### src/sv/r2p_pkg.sv
`timescale 1ns / 1ps
`default_nettype none

package r2p_pkg;

    // iteration count and word widths
    localparam int CORDIC_STEPS = 18;
    localparam int ATAN_ENTRIES = 24;
    localparam int IN_W         = 16;
    localparam int FRAC_XY      = 16;
    localparam int XY_W         = 35;
    localparam int Z_W          = 32;
    localparam int MAG_W        = 16;
    localparam int ANG_W        = 20;
    localparam int FMT_W        = 2;

    // angle in 2^-28 rad, gain and degree scale
    localparam logic signed [Z_W-1:0] HALF_PI_Z       = 32'sd421657428;
    localparam int                    GAIN_W          = 30;
    localparam logic [GAIN_W-1:0]     INV_GAIN_Q30    = 30'd652032874;
    localparam int                    DEG_W           = 31;
    localparam logic signed [DEG_W-1:0] DEG_PER_RAD_Q24 = 31'sd961263669;

    // output angle codes
    localparam logic signed [ANG_W-1:0] PI_RAD_CODE   = 20'sd205887;
    localparam logic signed [ANG_W-1:0] TURN_RAD_CODE = 20'sd411775;
    localparam logic signed [ANG_W-1:0] PI_DEG_CODE   = 20'sd46080;
    localparam logic signed [ANG_W-1:0] TURN_DEG_CODE = 20'sd92160;

    // angle format codes
    localparam logic [FMT_W-1:0] FMT_RAD_SIGNED = 2'd0;
    localparam logic [FMT_W-1:0] FMT_RAD_TURN   = 2'd1;
    localparam logic [FMT_W-1:0] FMT_DEG_SIGNED = 2'd2;
    localparam logic [FMT_W-1:0] FMT_DEG_TURN   = 2'd3;

    typedef struct packed {
        logic signed [IN_W-1:0] x_coord;
        logic signed [IN_W-1:0] y_coord;
    } vec_beat_t;

    typedef struct packed {
        logic        [MAG_W-1:0] magnitude;
        logic signed [ANG_W-1:0] angle;
    } polar_beat_t;

    // working vector between the pipeline sections
    typedef struct packed {
        logic signed [XY_W-1:0] x;
        logic signed [XY_W-1:0] y;
        logic signed [Z_W-1:0]  z;
        logic                   zero;
    } cordic_vec_t;

    // atan(2^-i) in 2^-28 rad
    function automatic logic [Z_W-1:0] atan_at(input int unsigned idx);
        logic [Z_W-1:0] val;
        case (idx)
            0:       val = 32'd210828714;
            1:       val = 32'd124459457;
            2:       val = 32'd65760959;
            3:       val = 32'd33381290;
            4:       val = 32'd16755422;
            5:       val = 32'd8385879;
            6:       val = 32'd4193963;
            7:       val = 32'd2097109;
            8:       val = 32'd1048571;
            9:       val = 32'd524287;
            10:      val = 32'd262144;
            11:      val = 32'd131072;
            12:      val = 32'd65536;
            13:      val = 32'd32768;
            14:      val = 32'd16384;
            15:      val = 32'd8192;
            16:      val = 32'd4096;
            17:      val = 32'd2048;
            18:      val = 32'd1024;
            19:      val = 32'd512;
            20:      val = 32'd256;
            21:      val = 32'd128;
            22:      val = 32'd64;
            23:      val = 32'd32;
            default: val = '0;
        endcase
        return val;
    endfunction

endpackage

`default_nettype wire

### src/sv/r2p_prerot.sv
`timescale 1ns / 1ps
`default_nettype none

module r2p_prerot (
    input  logic                clk,
    input  logic                rst_n,
    input  logic                adv,
    input  logic                in_valid,
    input  r2p_pkg::vec_beat_t  vec,
    output logic                out_valid,
    output r2p_pkg::cordic_vec_t out_vec
);
    import r2p_pkg::*;

    logic signed [XY_W-1:0] xs;
    logic signed [XY_W-1:0] ys;
    cordic_vec_t            vec_next;
    cordic_vec_t            vec_reg;
    logic                   valid_reg;

    assign xs = {{(XY_W-IN_W-FRAC_XY){vec.x_coord[IN_W-1]}}, vec.x_coord, {FRAC_XY{1'b0}}};
    assign ys = {{(XY_W-IN_W-FRAC_XY){vec.y_coord[IN_W-1]}}, vec.y_coord, {FRAC_XY{1'b0}}};

    // fold the left half plane into the right one by a quarter turn
    always_comb
    begin
        vec_next.x    = xs;
        vec_next.y    = ys;
        vec_next.z    = '0;
        vec_next.zero = (vec.x_coord == '0) && (vec.y_coord == '0);
        if (xs[XY_W-1])
        begin
            if (!ys[XY_W-1])
            begin
                vec_next.x = ys;
                vec_next.y = -xs;
                vec_next.z = HALF_PI_Z;
            end
            else
            begin
                vec_next.x = -ys;
                vec_next.y = xs;
                vec_next.z = -HALF_PI_Z;
            end
        end
    end

    always_ff @(posedge clk or negedge rst_n)
    begin
        if (!rst_n)
        begin
            valid_reg <= 1'b0;
        end
        else if (adv)
        begin
            valid_reg <= in_valid;
        end
    end

    always_ff @(posedge clk)
    begin
        if (adv)
        begin
            vec_reg <= vec_next;
        end
    end

    assign out_valid = valid_reg;
    assign out_vec   = vec_reg;

endmodule

`default_nettype wire

### config.mk
export PLATFORM = sky130hd
export DESIGN_NAME = r2p_prerot
export DESIGN_NICKNAME = d
export VERILOG_FILES = /design/src/sv/r2p_pkg.sv /design/src/sv/r2p_prerot.sv
export SDC_FILE = /design/constraint.sdc
export NUM_CORES = 1
export LEC_CHECK = 0
export BUFFER_PORTS_ARGS = -buffer_cell sky130_fd_sc_hd__buf_2
export CELL_PAD_IN_SITES_DETAIL_PLACEMENT = 2
export CELL_PAD_IN_SITES_GLOBAL_PLACEMENT = 2
export CORE_UTILIZATION = 27
export CTS_BUF_LIST = sky130_fd_sc_hd__clkbuf_2
export CTS_CLUSTER_SIZE = 8
export DETAILED_ROUTE_END_ITERATION = 16
export HOLD_SLACK_MARGIN = 0.1
export PLACE_DENSITY = 0.85
export SLEW_MARGIN = 20
export SYNTH_ARGS = -nofsm -noshare
export SYNTH_HDL_FRONTEND = slang
export SYNTH_SLANG_ARGS = --single-unit
### constraint.sdc
create_clock -name clk -period 1 [get_ports clk]
set_input_delay 0.2 -clock clk [delete_from_list [all_inputs] [get_ports clk]]
set_output_delay 0.2 -clock clk [all_outputs]
set_load 0.1 [all_outputs]
== Word level (Yosys, flattened, before mapping) ==
Cells that the tools add are included.

* Register bits after elaboration: 104
* Input port bits: 36
* Output and inout bits: 104
* Logic and storage cells: 17

* Add/sub/neg operators: 2
* Muxes and demuxes: 2
* Bitwise operators: 1
* Reductions and logical operators: 5

{| class="wikitable"
|+ Operators with widths
! cell !! count
|-
| $mux 98 || 2
|-
| $neg 32->35 || 2
|-
| $logic_not 16->1 || 2
|-
| $reduce_and 2->1 || 1
|-
| $reduce_or 2->1 || 1
|-
| $logic_and 1x1->1 || 1
|-
| $not 1->1 || 1
|}

== Depth between registers and ports, before layout ==
* Depth after elaboration: 3
* Depth in mapped cells: 7
* Depth with buffers taken out: 6

== Least setup slack after synthesis ==
OpenSTA, ideal clock, no wires.

* Kind: input to register
* Start: input vec[0] in the netlist's numbering
* End: register vec_reg, in the netlist out_vec[98], data pin
* Library setup time: 270 ps
* Data arrival time: 1531 ps
* Data required time: 730 ps
* Setup slack: -801 ps
* Stages on the path: 7
* Path buffers: 1
* Cells stage by stage: inv_1 > ha_1 > or3b_2 > clkbuf_1 > o41ai_2 > xor2_1 > a21oi_1

{| class="wikitable"
|+ RTL lines
! item !! line !! source
|-
| start, declared || r2p_prerot.sv:9 || <nowiki>input r2p_pkg::vec_beat_t vec,</nowiki>
|-
| end signal, assigned || r2p_prerot.sv:64 || <nowiki>vec_reg <= vec_next;</nowiki>
|-
| end, declared || r2p_prerot.sv:18 || <nowiki>cordic_vec_t vec_reg;</nowiki>
|}

==> impl.org <==
** Detailed routing
- ANT nets after route :: 0
- After detailed routing, the met2 layer carries 9120 um of wire.
- Post-route DRC violation count :: 0
- Routed wire length per instance :: 29.2 um
- After detailed routing, the number of vias per cell comes to 4.86.
- The routed design uses 610 um of met3 wire.
- Routed signal wires occupy layers up through met4.
- Met1 wire length :: 6270 um
- Detailed-route via count :: 2756
- Before antenna repair, the detailed router went through 4 iterations.
- The routed design has 16600 um of wire.
- In this run, the number of DRC markers left after iteration 0 of detailed routing was 85.

** Place
- The wire-length estimate of the detail-placed layout is 9220 um.
- Cell area after placement :: 5000 sq um
- Port bufs :: 105
- At the placement stage, the worst setup path has a slack of -949 ps.
- Final RePlAce weighted congestion :: 0.779

** Logic synthesis
- Distinct cells, synth :: 36
- Avg Cell Area, Syn :: 10.1 sq um
- Portion of synthesized cell area occupied by the leading cell type :: 45.6%
- For this run, the register share of the synthesized area comes to 46.5%.
- Cells after synthesis :: 274
- Synthesis inferred 43 register bits.
- Synthesis warning total :: 0
- The biggest area contributor in the post-synthesis netlist is edfxtp_1.
- The synthesized netlist occupies a cell area of 2770 sq um.
- Sorting the synthesized cells by area gives the leading types as edfxtp_1, buf_4, a21oi_1, nor2_1, xnor2_1.

** Die
- Row count :: 36
- Die area :: 10700 sq um
- Measured along the y axis, the die boundary spans 103 um.
- In this run the count of I/O pins placed on the die edge is 140.
- Area of the placeable core :: 9860 sq um
- From left edge to right edge, the die measures 103 um.
- For this configuration, the core starts out at a cell density of 28.1%.

** Min path
- Hold wc startpoint :: vec[14]
- Hold path cells :: 4
- Type of the tightest min-delay check :: input port to register
- Terminating pin of the worst hold path :: out_vec[0]

** Layout
- In the final layout, the multi-input gates occupy 1600 sq um.
- Number of filler cells placed in the layout :: 874
- Post-Layout Inst Area :: 5840 sq um
- The area growth from synthesis to layout is 111%.
- Cells with a size suffix above 1 make up 61.1% of the layout.
- 0 antenna diodes ended up in the layout.
- In the final layout, flip-flops and latches occupy 1290 sq um.
- The final layout contains 471 nets.

** STA
- Fin Clk Skew :: 0 ps
- Smallest setup slack after layout :: -588 ps
- The final-report hold violation count came to 0.
- Setup repair after global routing missed its margin :: true
- Min cycle time layout :: 1590 ps
- Slew Viols, Final :: 0
- Static timing analysis puts the maximum clock frequency at 630 MHz.
- Setup violations remaining at the end of the flow were counted as 106.
- Fin crit share :: 159%

** Clock network
- Number of CTS-inserted buffers :: 5
- Clock latency on the worst-skew pair, taken at its later pin, is 440 ps.
- Deepest level of the CTS H-tree :: 2
- Root cell of the clock tree :: clkbuf_2
- Number of buffers on the longest clock path :: 2
- TritonCTS built the clock tree.
- Total number of clock tree sinks :: 43
- Clock transition at the registers of the reported paths :: 330 ps

** Critical path
- Worst-case reg-to-reg path depth :: 1
- Crit path max fanout :: 5
- Category of the worst setup path capture point :: output port
- Setup slack on the worst reg-to-reg path comes out at 80 ps.
- Data arrival time of the critical path :: 1390 ps
- Required @ worst endpoint :: 800 ps
- The worst setup path is launched from a register.
- The startpoint identified for the worst register-to-register timing path is out_valid.
- Critical setup path kind :: register to output port
- The worst register-to-register path ends at out_valid.

** GRT
- The number of antenna violations at the first check in global routing is 0.
- Global routing finished with a remaining overflow of 0.
- Entering global routing, the biggest net connects 29 pins.
- Across every metal layer, demand over resource in global routing totals 27.3%.
- The number of global-route vias before repair was 2881.
- The first global-routing pass estimated 20200 um of wire.

** Run status
- The final reports fail on setup timing.
- Status :: finished, violations left

** Power and ir drop
- IR analysis of the VDD net gives a maximum drop of 727 uV.
- In this run the power density over the cells is 1490 nW/um^2.
- For this design the static power due to leakage is 0.00247 uW.

** Job
- Max-capacitance violation count :: 0
==> cell usage after synthesis <==
cell / n
buf_4: 61
edfxtp_1: 42
nor2_1: 36
a21oi_1: 31
clkbuf_1: 14
xnor2_1: 14
xor2_1: 12
inv_1: 7
nor3_1: 5
o31ai_1: 5
a31oi_1: 4
nand2_1: 4
o21ai_0: 4
a41oi_1: 3
nor4_1: 3
o41ai_2: 3
or3_1: 3
buf_2: 2
ha_1: 2
mux2i_1: 2
nor2b_1: 2
a41o_1: 1
and2_1: 1
and3_1: 1
and3b_1: 1
buf_1: 1
conb_1: 1
dfrtp_1: 1
mux2_2: 1
nand3_1: 1
nor3b_1: 1
o41ai_4: 1
or2_2: 1
or3b_2: 1
or4_1: 1
or4_4: 1
==> cell usage in the layout (no fill, tap or decap), drive strengths merged, types with 4 or more instances in the layout <==
cell           n
buf          188
edfxtp        42
conb          37
nor2          36
a21oi         31
xnor2         14
xor2          12
clkbuf         7
inv            6
o31ai          5
dlygate4sd3    5
nor3           5
o41ai          4
a31oi          4
nand2          4
o21ai          4
==> through the flow <==
step	cells	setup TNS [ps]	util [%]	hold slack [ps]	power, uW
finish	567	-37040	59.2	158	8700
global route	567	-40760	59.2	125	8880
CTS	558	-33520	55.7	114	8390
detailed placement	533	-19560	50.7	-22.1	6900
global placement	533	-16200	50.7	-25.7	6730
floorplan	310	-34500	-	-95.6	5350
==> sequential cells by signal (all words and copies together), names as in the netlist <==
signal     flops
out_vec       42
out_valid      1
==> final cells by class <==
cell class,count,area share (%)
Inverter,7,1.18
Tap cell,133,2.85
Clock inverter,2,1.03
Multi-Input combinational cell,182,27.3
Timing Repair Buffer,194,45.0
Sequential cell,43,22.1
Clock buffer,6,0.514
==> critical path, cell delays in order (launching register included) <==
cell	delay (ps)
edfxtp_1	440
buf_6	150
clkbuf_16	170
buf_12	160
==> power breakdown <==
group	leakage (uW)	switching (uW)	internal [uW]
Combinational	0.00199	3360	1580
Clock	0.0000532	714	682
Sequential	0.000422	187	2190
==> worst max path at each step <==
stage	end	depth (start not counted)	startpoint	slack [ps]
after global placement	out_vec[93]	5	vec[1]	-800
after detailed placement	out_vec[95]	6	vec[1]	-950
after CTS	out_vec[23]	2	out_vec[31]	-550
final	out_vec[30]	3	out_vec[31]	-590
after floorplan	out_vec[11]	1	out_vec[31]	-770
after global routing	out_vec[30]	3	out_vec[31]	-640
==> kinds of logic after synthesis <==
group           synth area share, %
flops                          46.5
compound gates                 12.7
buf+inv                        19.9
fa+ha+maj                     0.904
xor+xnor                       8.23
mux                            1.13
other cells                   0.135
simple gates                   10.6
==> per-layer routing <==
metal,track usage (%),vias up
met3,4.50,36
met1,31.3,1429
met5,0,-
met2,49.9,121
met4,11.8,0
li1,-,1170
==> what timing repair did <==
item,4_1_cts,5_1_grt
resized for setup,54,49
setup endpoints to repair,89,94
hold buffers,4,1
gates cloned,1,1
buffers inserted,12,8
pin swaps,37,36
hold endpoints to repair,3,1
Power figures use the tool's default switching activity.
