File: config.mk
export PLATFORM = sky130hd
export DESIGN_NAME = r2p_post
export DESIGN_NICKNAME = d
export VERILOG_FILES = /design/src/sv/r2p_pkg.sv /design/src/sv/r2p_post.sv
export SDC_FILE = /design/constraint.sdc
export NUM_CORES = 2
export LEC_CHECK = 0
export ABC_AREA = 1
export BUFFER_PORTS_ARGS = -buffer_cell sky130_fd_sc_hd__buf_2
export CORE_ASPECT_RATIO = 1.75
export CORE_MARGIN = 4
export CORE_UTILIZATION = 30
export CTS_CLUSTER_DIAMETER = 120
export DETAILED_ROUTE_END_ITERATION = 8
export GPL_TIMING_DRIVEN = 0
export PLACE_DENSITY_LB_ADDON = 0.05
export SETUP_SLACK_MARGIN = 0.2
export SYNTH_ARGS = -nofsm -noshare
export SYNTH_HDL_FRONTEND = slang
export SYNTH_SLANG_ARGS = --single-unit
File: constraint.sdc
create_clock -name clk -period 8.7 [get_ports clk]
set_input_delay 0.435 -clock clk [delete_from_list [all_inputs] [get_ports clk]]
set_output_delay 0.435 -clock clk [all_outputs]
set_load 0.01 [all_outputs]
File: src/sv/r2p_pkg.sv
`timescale 1ns / 1ps
`default_nettype none

package r2p_pkg;

    // iteration count and word widths
    localparam int CORDIC_STEPS = 18;
    localparam int ATAN_ENTRIES = 24;
    localparam int IN_W         = 16;
    localparam int FRAC_XY      = 16;
    localparam int XY_W         = 35;
    localparam int Z_W          = 32;
    localparam int MAG_W        = 16;
    localparam int ANG_W        = 20;
    localparam int FMT_W        = 2;

    // angle in 2^-28 rad, gain and degree scale
    localparam logic signed [Z_W-1:0] HALF_PI_Z       = 32'sd421657428;
    localparam int                    GAIN_W          = 30;
    localparam logic [GAIN_W-1:0]     INV_GAIN_Q30    = 30'd652032874;
    localparam int                    DEG_W           = 31;
    localparam logic signed [DEG_W-1:0] DEG_PER_RAD_Q24 = 31'sd961263669;

    // output angle codes
    localparam logic signed [ANG_W-1:0] PI_RAD_CODE   = 20'sd205887;
    localparam logic signed [ANG_W-1:0] TURN_RAD_CODE = 20'sd411775;
    localparam logic signed [ANG_W-1:0] PI_DEG_CODE   = 20'sd46080;
    localparam logic signed [ANG_W-1:0] TURN_DEG_CODE = 20'sd92160;

    // angle format codes
    localparam logic [FMT_W-1:0] FMT_RAD_SIGNED = 2'd0;
    localparam logic [FMT_W-1:0] FMT_RAD_TURN   = 2'd1;
    localparam logic [FMT_W-1:0] FMT_DEG_SIGNED = 2'd2;
    localparam logic [FMT_W-1:0] FMT_DEG_TURN   = 2'd3;

    typedef struct packed {
        logic signed [IN_W-1:0] x_coord;
        logic signed [IN_W-1:0] y_coord;
    } vec_beat_t;

    typedef struct packed {
        logic        [MAG_W-1:0] magnitude;
        logic signed [ANG_W-1:0] angle;
    } polar_beat_t;

    // working vector between the pipeline sections
    typedef struct packed {
        logic signed [XY_W-1:0] x;
        logic signed [XY_W-1:0] y;
        logic signed [Z_W-1:0]  z;
        logic                   zero;
    } cordic_vec_t;

    // atan(2^-i) in 2^-28 rad
    function automatic logic [Z_W-1:0] atan_at(input int unsigned idx);
        logic [Z_W-1:0] val;
        case (idx)
            0:       val = 32'd210828714;
            1:       val = 32'd124459457;
            2:       val = 32'd65760959;
            3:       val = 32'd33381290;
            4:       val = 32'd16755422;
            5:       val = 32'd8385879;
            6:       val = 32'd4193963;
            7:       val = 32'd2097109;
            8:       val = 32'd1048571;
            9:       val = 32'd524287;
            10:      val = 32'd262144;
            11:      val = 32'd131072;
            12:      val = 32'd65536;
            13:      val = 32'd32768;
            14:      val = 32'd16384;
            15:      val = 32'd8192;
            16:      val = 32'd4096;
            17:      val = 32'd2048;
            18:      val = 32'd1024;
            19:      val = 32'd512;
            20:      val = 32'd256;
            21:      val = 32'd128;
            22:      val = 32'd64;
            23:      val = 32'd32;
            default: val = '0;
        endcase
        return val;
    endfunction

endpackage

`default_nettype wire

File: src/sv/r2p_post.sv
`timescale 1ns / 1ps
`default_nettype none

module r2p_post (
    input  logic                        clk,
    input  logic                        rst_n,
    input  logic                        adv,
    input  logic [r2p_pkg::FMT_W-1:0]   angle_format,
    input  logic                        in_valid,
    input  r2p_pkg::cordic_vec_t        in_vec,
    output logic                        out_valid,
    output r2p_pkg::polar_beat_t        out_beat
);
    import r2p_pkg::*;

    localparam int XU_W       = XY_W - 1;
    localparam int LO_W       = 17;
    localparam int HI_W       = XU_W - LO_W;
    localparam int PL_W       = LO_W + GAIN_W;
    localparam int PH_W       = HI_W + GAIN_W;
    localparam int SUM_W      = PH_W + LO_W + 1;
    localparam int MAG_SHIFT  = 46;
    localparam int DP_W       = Z_W + DEG_W;
    localparam int DEG_SHIFT  = 44;
    localparam int RAD_SHIFT  = 12;
    localparam int AD_W       = DP_W + 1 - DEG_SHIFT;
    localparam int AR_W       = Z_W + 1 - RAD_SHIFT;
    localparam int A_W        = (AD_W > AR_W) ? AD_W : AR_W;
    localparam int MW_W       = SUM_W - MAG_SHIFT;

    // first stage: products
    logic [XU_W-1:0]          xu;
    logic [PH_W-1:0]          prod_h_next;
    logic [PL_W-1:0]          prod_l_next;
    logic signed [DP_W-1:0]   deg_next;
    logic [PH_W-1:0]          prod_h_reg;
    logic [PL_W-1:0]          prod_l_reg;
    logic signed [DP_W-1:0]   deg_reg;
    logic signed [Z_W-1:0]    z_reg;
    logic                     zero_reg;
    logic                     valid_a_reg;

    // second stage: rounding and formatting
    logic [SUM_W-1:0]         mag_sum;
    logic [MW_W-1:0]          mag_wide;
    logic [MAG_W-1:0]         mag_sat;
    logic signed [DP_W:0]     deg_round;
    logic signed [Z_W:0]      rad_round;
    logic signed [A_W-1:0]    ang_raw;
    logic signed [A_W-1:0]    ang_lim;
    logic signed [A_W-1:0]    ang_clamp;
    logic signed [ANG_W-1:0]  ang_fmt;
    logic                     is_deg;
    logic                     is_turn;
    polar_beat_t              beat_next;
    polar_beat_t              beat_reg;
    logic                     valid_b_reg;

    assign xu = in_vec.x[XY_W-1] ? '0 : in_vec.x[XU_W-1:0];

    // the wide gain product is split in two halves of x
    assign prod_h_next = PH_W'(xu[XU_W-1:LO_W]) * PH_W'(INV_GAIN_Q30);
    assign prod_l_next = PL_W'(xu[LO_W-1:0]) * PL_W'(INV_GAIN_Q30);
    assign deg_next    = DP_W'(in_vec.z) * DP_W'(DEG_PER_RAD_Q24);

    always_ff @(posedge clk)
    begin
        if (adv)
        begin
            prod_h_reg <= prod_h_next;
            prod_l_reg <= prod_l_next;
            deg_reg    <= deg_next;
            z_reg      <= in_vec.z;
            zero_reg   <= in_vec.zero;
        end
    end

    assign is_deg  = angle_format inside {FMT_DEG_SIGNED, FMT_DEG_TURN};
    assign is_turn = angle_format inside {FMT_RAD_TURN, FMT_DEG_TURN};

    always_comb
    begin
        mag_sum   = {1'b0, prod_h_reg, {LO_W{1'b0}}} + SUM_W'(prod_l_reg)
                    + (SUM_W'(1) << (MAG_SHIFT - 1));
        mag_wide  = mag_sum[SUM_W-1:MAG_SHIFT];
        mag_sat   = (mag_wide > MW_W'({MAG_W{1'b1}})) ? {MAG_W{1'b1}} : mag_wide[MAG_W-1:0];

        deg_round = (DP_W+1)'(deg_reg) + ((DP_W+1)'(1) <<< (DEG_SHIFT - 1));
        rad_round = (Z_W+1)'(z_reg) + ((Z_W+1)'(1) <<< (RAD_SHIFT - 1));
        if (is_deg)
        begin
            ang_raw = A_W'($signed(deg_round[DP_W:DEG_SHIFT]));
            ang_lim = A_W'(PI_DEG_CODE);
        end
        else
        begin
            ang_raw = A_W'($signed(rad_round[Z_W:RAD_SHIFT]));
            ang_lim = A_W'(PI_RAD_CODE);
        end

        if (ang_raw > ang_lim)
        begin
            ang_clamp = ang_lim;
        end
        else if (ang_raw < -ang_lim)
        begin
            ang_clamp = -ang_lim;
        end
        else
        begin
            ang_clamp = ang_raw;
        end

        ang_fmt = ang_clamp[ANG_W-1:0];
        if (is_turn && ang_clamp[A_W-1])
        begin
            ang_fmt = ang_clamp[ANG_W-1:0] + (is_deg ? TURN_DEG_CODE : TURN_RAD_CODE);
        end

        beat_next.magnitude = mag_sat;
        beat_next.angle     = ang_fmt;
        if (zero_reg)
        begin
            beat_next.magnitude = '0;
            beat_next.angle     = '0;
        end
    end

    always_ff @(posedge clk or negedge rst_n)
    begin
        if (!rst_n)
        begin
            valid_a_reg <= 1'b0;
            valid_b_reg <= 1'b0;
        end
        else if (adv)
        begin
            valid_a_reg <= in_valid;
            valid_b_reg <= valid_a_reg;
        end
    end

    always_ff @(posedge clk)
    begin
        if (adv)
        begin
            beat_reg <= beat_next;
        end
    end

    assign out_valid = valid_b_reg;
    assign out_beat  = beat_reg;

endmodule

`default_nettype wire

### Word level (Yosys, flattened, before mapping)

Cells that the tools add are included.

* $add $sub $neg: 6
* multiply operators: 3
* divide/modulo/power cells: 0
* order comparisons: 3
* eq/ne operators: 3
* shift-type cells: 0
* muxes and demuxes: 8
* bitwise gates (word level): 0
* reduce and logical (&&, ||, !) cells: 3

Operators with widths (number)
* 17-bit by 29-bit multiplier with 46-bit output (second input constant): 2
* 64-bit by 47-bit adder with 65-bit output: 1
* 65-bit by 46-bit adder with 65-bit output (second input constant): 1
* 63-bit by 45-bit adder with 64-bit output (second input constant): 1
* 32-bit by 31-bit multiplier with 63-bit output (second input constant): 1
* 21-bit 2-to-1 mux: 3
* 34-bit 2-to-1 mux: 1
* 32-bit by 13-bit adder with 33-bit output (second input constant): 1
* 21-bit > comparator: 1
* 21-bit < comparator: 1
* 21-bit negator: 1
* 20-bit by 19-bit adder with 20-bit output: 1
* 20-bit 2-to-1 mux: 1
* 19-bit by 16-bit > comparator with 1-bit output (second input constant): 1
* 19-bit 2-to-1 mux: 1
* 18-bit 2-to-1 mux: 1
* 16-bit 2-to-1 mux: 1
* 2-bit == test (second input constant): 2
* 2-bit nonzero test: 2
* 2-bit by 1-bit == test with 1-bit output (second input constant): 1
* 1-bit logical AND: 1

* register bits after elaboration: 226
* bits in latches: 0
* bits in writable memories: 0
* ROM bits: 0
* input bits: 109
* output and inout port bits: 37
* word-level logic and storage cells: 35
* memories kept: 0

### Longest topological paths before layout

* word-level depth: 9
* depth in mapped cells: 41
* mapped depth without buffers: 40

### Worst setup path after synthesis

Ideal clock, no wire load.

* path type: input -> register
* from: input in_vec[102] (netlist bit)
* to: register prod_h_reg[40], data pin
* library setup time: 0.260 ns
* arrival time: 6.347 ns
* required time: 8.440 ns
* setup slack: 2.093 ns
* cell stages on the path: 30
* path buffers: 2
* cells stage by stage: clkbuf_1 -> inv_2 -> buf_1 -> nand2_1 -> inv_1 -> ha_1 -> fa_1 -> inv_1 -> fa_1 -> fa_1 -> inv_1 -> fa_1 -> inv_1 -> fa_1 -> inv_1 -> ha_1 -> nand2_1 -> nor2_1 -> inv_1 -> o21bai_1 -> nand2_1 -> nand2_1 -> nand2_1 -> o211ai_1 -> a21boi_1 -> o21ai_0 -> a21boi_1 -> o21bai_1 -> a21oi_1 -> xnor2_1

* word-level cells in the longest chain between the ends: 2

Ends and longest elaborated chain
* start: declaration: line r2p_post.sv:10 `input r2p_pkg::cordic_vec_t in_vec,`
* 34-bit 2-to-1 mux: line r2p_post.sv:59 `assign xu = in_vec.x[XY_W-1] ? '0 : in_vec.x[XU_W-1:0];`
* 17-bit by 29-bit multiplier with 46-bit output: line r2p_post.sv:62 `assign prod_h_next = PH_W'(xu[XU_W-1:LO_W]) * PH_W'(INV_GAIN_Q30);`
* named net prod_h_next[40]: line r2p_post.sv:33 `logic [PH_W-1:0] prod_h_next;`
* end signal: assignment: line r2p_post.sv:70 `prod_h_reg <= prod_h_next;`
* end: declaration: line r2p_post.sv:36 `logic [PH_W-1:0] prod_h_reg;`

The timed path passes the listed nets, and every way through them passes these cells.
A chain may end at the register's enable or synchronous reset.

### Final worst setup path

* from: input in_vec[102] (netlist bit)
* to: register prod_h_reg[43], data pin

Same word-level chain as after synthesis.

==> results.py <==
metrics = {
    "logic_synthesis": {
        "syn_area_mm2": 0.0449,
        "synth_area_leader_cell": "fa_1",
        "synth_top_area_frac": 0.368,
        "syn-mean-instance-area_um2": 9.07,
        "synth_ff_type": "edfxtp_1",
        "syn-num-nets": 6611,
        "yosys_warnings": 0,
        "yosysSeqAreaShare": 0.103,
        "synth_area_leaders": "fa_1 37%, ha_1 20%, inv_1 12%, edfxtp_1 10%, nand2_1 4.0%",
        "ys_async_sr_fraction": 0.0129,
        "ys_ff_latch": 155,
        "synthTopCellsByCount": "1,457 x inv_1, 825 x fa_1, 732 x ha_1, 483 x nand2_1, 272 x nor2_1",
        "synth_most_common_cell": "inv_1",
        "synth_cell_type_count": 60,
        "synth_edf_count": 153,
        "syn_inst": 4945,
    },
    "sta": {
        "period_minus_slack_ps": 8060,
        "maxSlewHeadroom": 0.0952,
        "rsz0062_at_grt": "no",
        "max_slew.worst_pin.slew_ps": 1340,
        "skew_ps": 25.2,
        "slew_viol_final": 0,
        "fmaxAchievable_mhz": 124,
        "setup_viol": 0,
        "setup-tns-final_ps": 0,
        "hold_violations": 0,
        "final.period_utilization": 0.927,
    },
    "setup_path": {
        "ff2ff_path_depth": 39,
        "crit_slowest_cell": "fa_1",
        "crit_required_ps": 8970,
        "crit_arrival_ps": 8340,
        "critPathMostFrequentCell": "inv_1",
        "cp_top_family": "adder cells",
        "critPathMaxFanout": 10,
        "r2r-start": "deg_reg[45]$_DFFE_PP_",
        "start_kind": "primary input",
        "worst_setup_path_end_kind": "flop",
        "crit_type": "in -> reg",
        "r2r-end": "out_beat[19]$_SDFFCE_PP0P_",
        "crit_buf_inv": 10,
        "reg2reg_slack_ps": 1610,
        "critical-path-max-stage-delay_ps": 550,
    },
    "final_layout": {
        "final_nets": 6751,
        "final_core_util": 0.328,
        "largest_register_ffs": 46,
        "drive_gt1_frac": 0.0460,
        "synthToLayoutAreaGrowth_pct": 8.63,
    },
    "detailed_routing": {
        "wl_met3_um": 2320,
        "wl_per_cell_um": 22.6,
        "viasPerCell": 4.57,
        "wirelength_met1_um": 53300,
        "drt_iter0_drc": 1173,
        "dr.pass1.iters": 7,
        "totalWireLength_um": 160000,
        "top_layer_used": "met5",
        "vias": 32300,
        "drcViolationCount": 0,
        "antenna_left": 0,
        "route.met2.wl_um": 95800,
    },
    "cts": {
        "cts.path.max_buffers": 3,
        "cts_setup_buffers": 0,
        "cts_sinks": 155,
        "tritoncts": "done",
        "htreeDepth": 4,
        "cts.reportedPaths.clkPinSlew_ps": 90,
        "cts_root_buf": "clkbuf_16",
        "clock_latency_ps": 540,
        "numCtsBuffers": 25,
    },
    "worst_hold_path": {
        "hold_depth": 3,
        "holdPathEnd": "valid_a_reg$_DFFE_PN0P_",
        "hold_start": "in_valid",
        "hold_path.class": "in -> reg",
    },
    "global_route": {
        "grt_pass1_wl_um": 238000,
        "antenna_found_initial": 6,
        "grt_max_degree": 93,
        "overflow": 0,
        "grt_usage": 0.209,
        "grt_pass1_vias": 36900,
    },
    "outcome": {
        "status": "completed",
    },
    "place": {
        "dp_hpwl_um": 147000,
        "place_congestion": 0.941,
        "io_buffers": 108,
    },
    "floorplanning": {
        "die_area_mm2": 0.156,
        "boundaryPins": 146,
        "rows": 187,
        "design.core.area_mm2": 0.149,
        "initial_utilization": 0.302,
        "die_h_um": 520,
        "die_x_um": 300,
    },
    "flow_run": {
        "max_cap_violations": 0,
    },
}
[cell type report]
type / count / area [µm²]
antenna: 2 / 5.00
buffer: 24 / 129
clock buffer: 25 / 626
clock inverter: 8 / 86.3
fill: 15900 / 99800
inverter: 1467 / 5510
multi-input combinational: 3299 / 34600
sequential: 155 / 4640
tap: 1984 / 2480
timing repair buffer: 113 / 643
[cell families (layout without fill, tap and decap cells)]
| kind of cell | count (synthesis) | after routing | synth area share |
|---|---|---|---|
| multiplexers | 1 | 1 | 0.000223 |
| adder cells (fa/ha/maj) | 1557 | 1557 | 0.572 |
| AND/OR/NAND/NOR | 1022 | 1022 | 0.0990 |
| buffers and inverters | 1491 | 1637 | 0.125 |
| other | 0 | 2 | 0 |
| XOR/XNOR | 148 | 148 | 0.0289 |
| flip-flops | 155 | 155 | 0.103 |
| AO/OA/AOI/OAI | 571 | 571 | 0.0710 |
[placed cells by master (no fill, tap or decap), types with 11 or more instances in the layout]
master | synthesis | layout
xnor2_1 | 50 | 50
nor3_1 | 36 | 36
xor2_1 | 98 | 98
nand3_1 | 106 | 106
ha_1 | 732 | 732
o21ai_0 | 151 | 151
inv_1 | 1457 | 1456
or2_2 | 21 | 21
buf_2 | 4 | 112
nand4_1 | 38 | 38
nor2_2 | 10 | 11
fa_1 | 825 | 825
nand2_1 | 483 | 483
clkbuf_16 | 0 | 25
o21a_1 | 14 | 14
a21oi_1 | 267 | 267
o21bai_1 | 15 | 14
a31oi_1 | 53 | 53
o211ai_1 | 11 | 11
nor2_1 | 272 | 271
nand2_2 | 14 | 14
edfxtp_1 | 153 | 153
a21o_1 | 12 | 12
[how the worst max path moves through the flow]
stage | cells past startpoint | from | endpoint | slack, ps
detailed placement | 27 | in_vec[102] | prod_h_reg[45]$_DFFE_PP_ | -950
CTS | 31 | in_vec[102] | prod_h_reg[43]$_DFFE_PP_ | 260
finish | 31 | in_vec[102] | prod_h_reg[43]$_DFFE_PP_ | 640
global route | 31 | in_vec[102] | prod_h_reg[43]$_DFFE_PP_ | 220
global placement | 25 | in_vec[102] | prod_h_reg[45]$_DFFE_PP_ | -1000
floorplan | 30 | in_vec[102] | prod_h_reg[40]$_DFFE_PP_ | 2090
[per-stage QoR]
step           hold slack, ps  area [µm²]  cells  setup slack (ps)
6_report                 83.0       48700   7077               635
5_1_grt                  64.2       48700   7076               223
4_1_cts                  46.9       48700   7074               262
3_5_place_dp              227       48000   7040              -948
3_3_place_gp              226       47900   7037              -997
2_1_floorplan             139       44900   4945              2090
[layer usage]
metal  GRT usage  vias to the layer above
li1            -                    15600
met1       0.200                    16100
met2       0.445                      428
met3      0.0122                      212
met4      0.0915                        2
met5           0                        -
[repair_timing]
| action | in CTS | in global routing |
|---|---|---|
| setup endpoints to repair | 26 | 11 |
| pin swaps | 0 | 0 |
| gates resized for setup | 7 | 6 |
| hold endpoints to repair | 2 | 0 |
| hold buffers | 1 | 0 |
[worst min-delay path, cell delays in order]
cell and delay (ps):
buf_2 80, nand2_1 30, o21ai_0 60
Power is not shown: default switching activity piles up to over one toggle a cycle in this logic, so the estimate is an artifact.
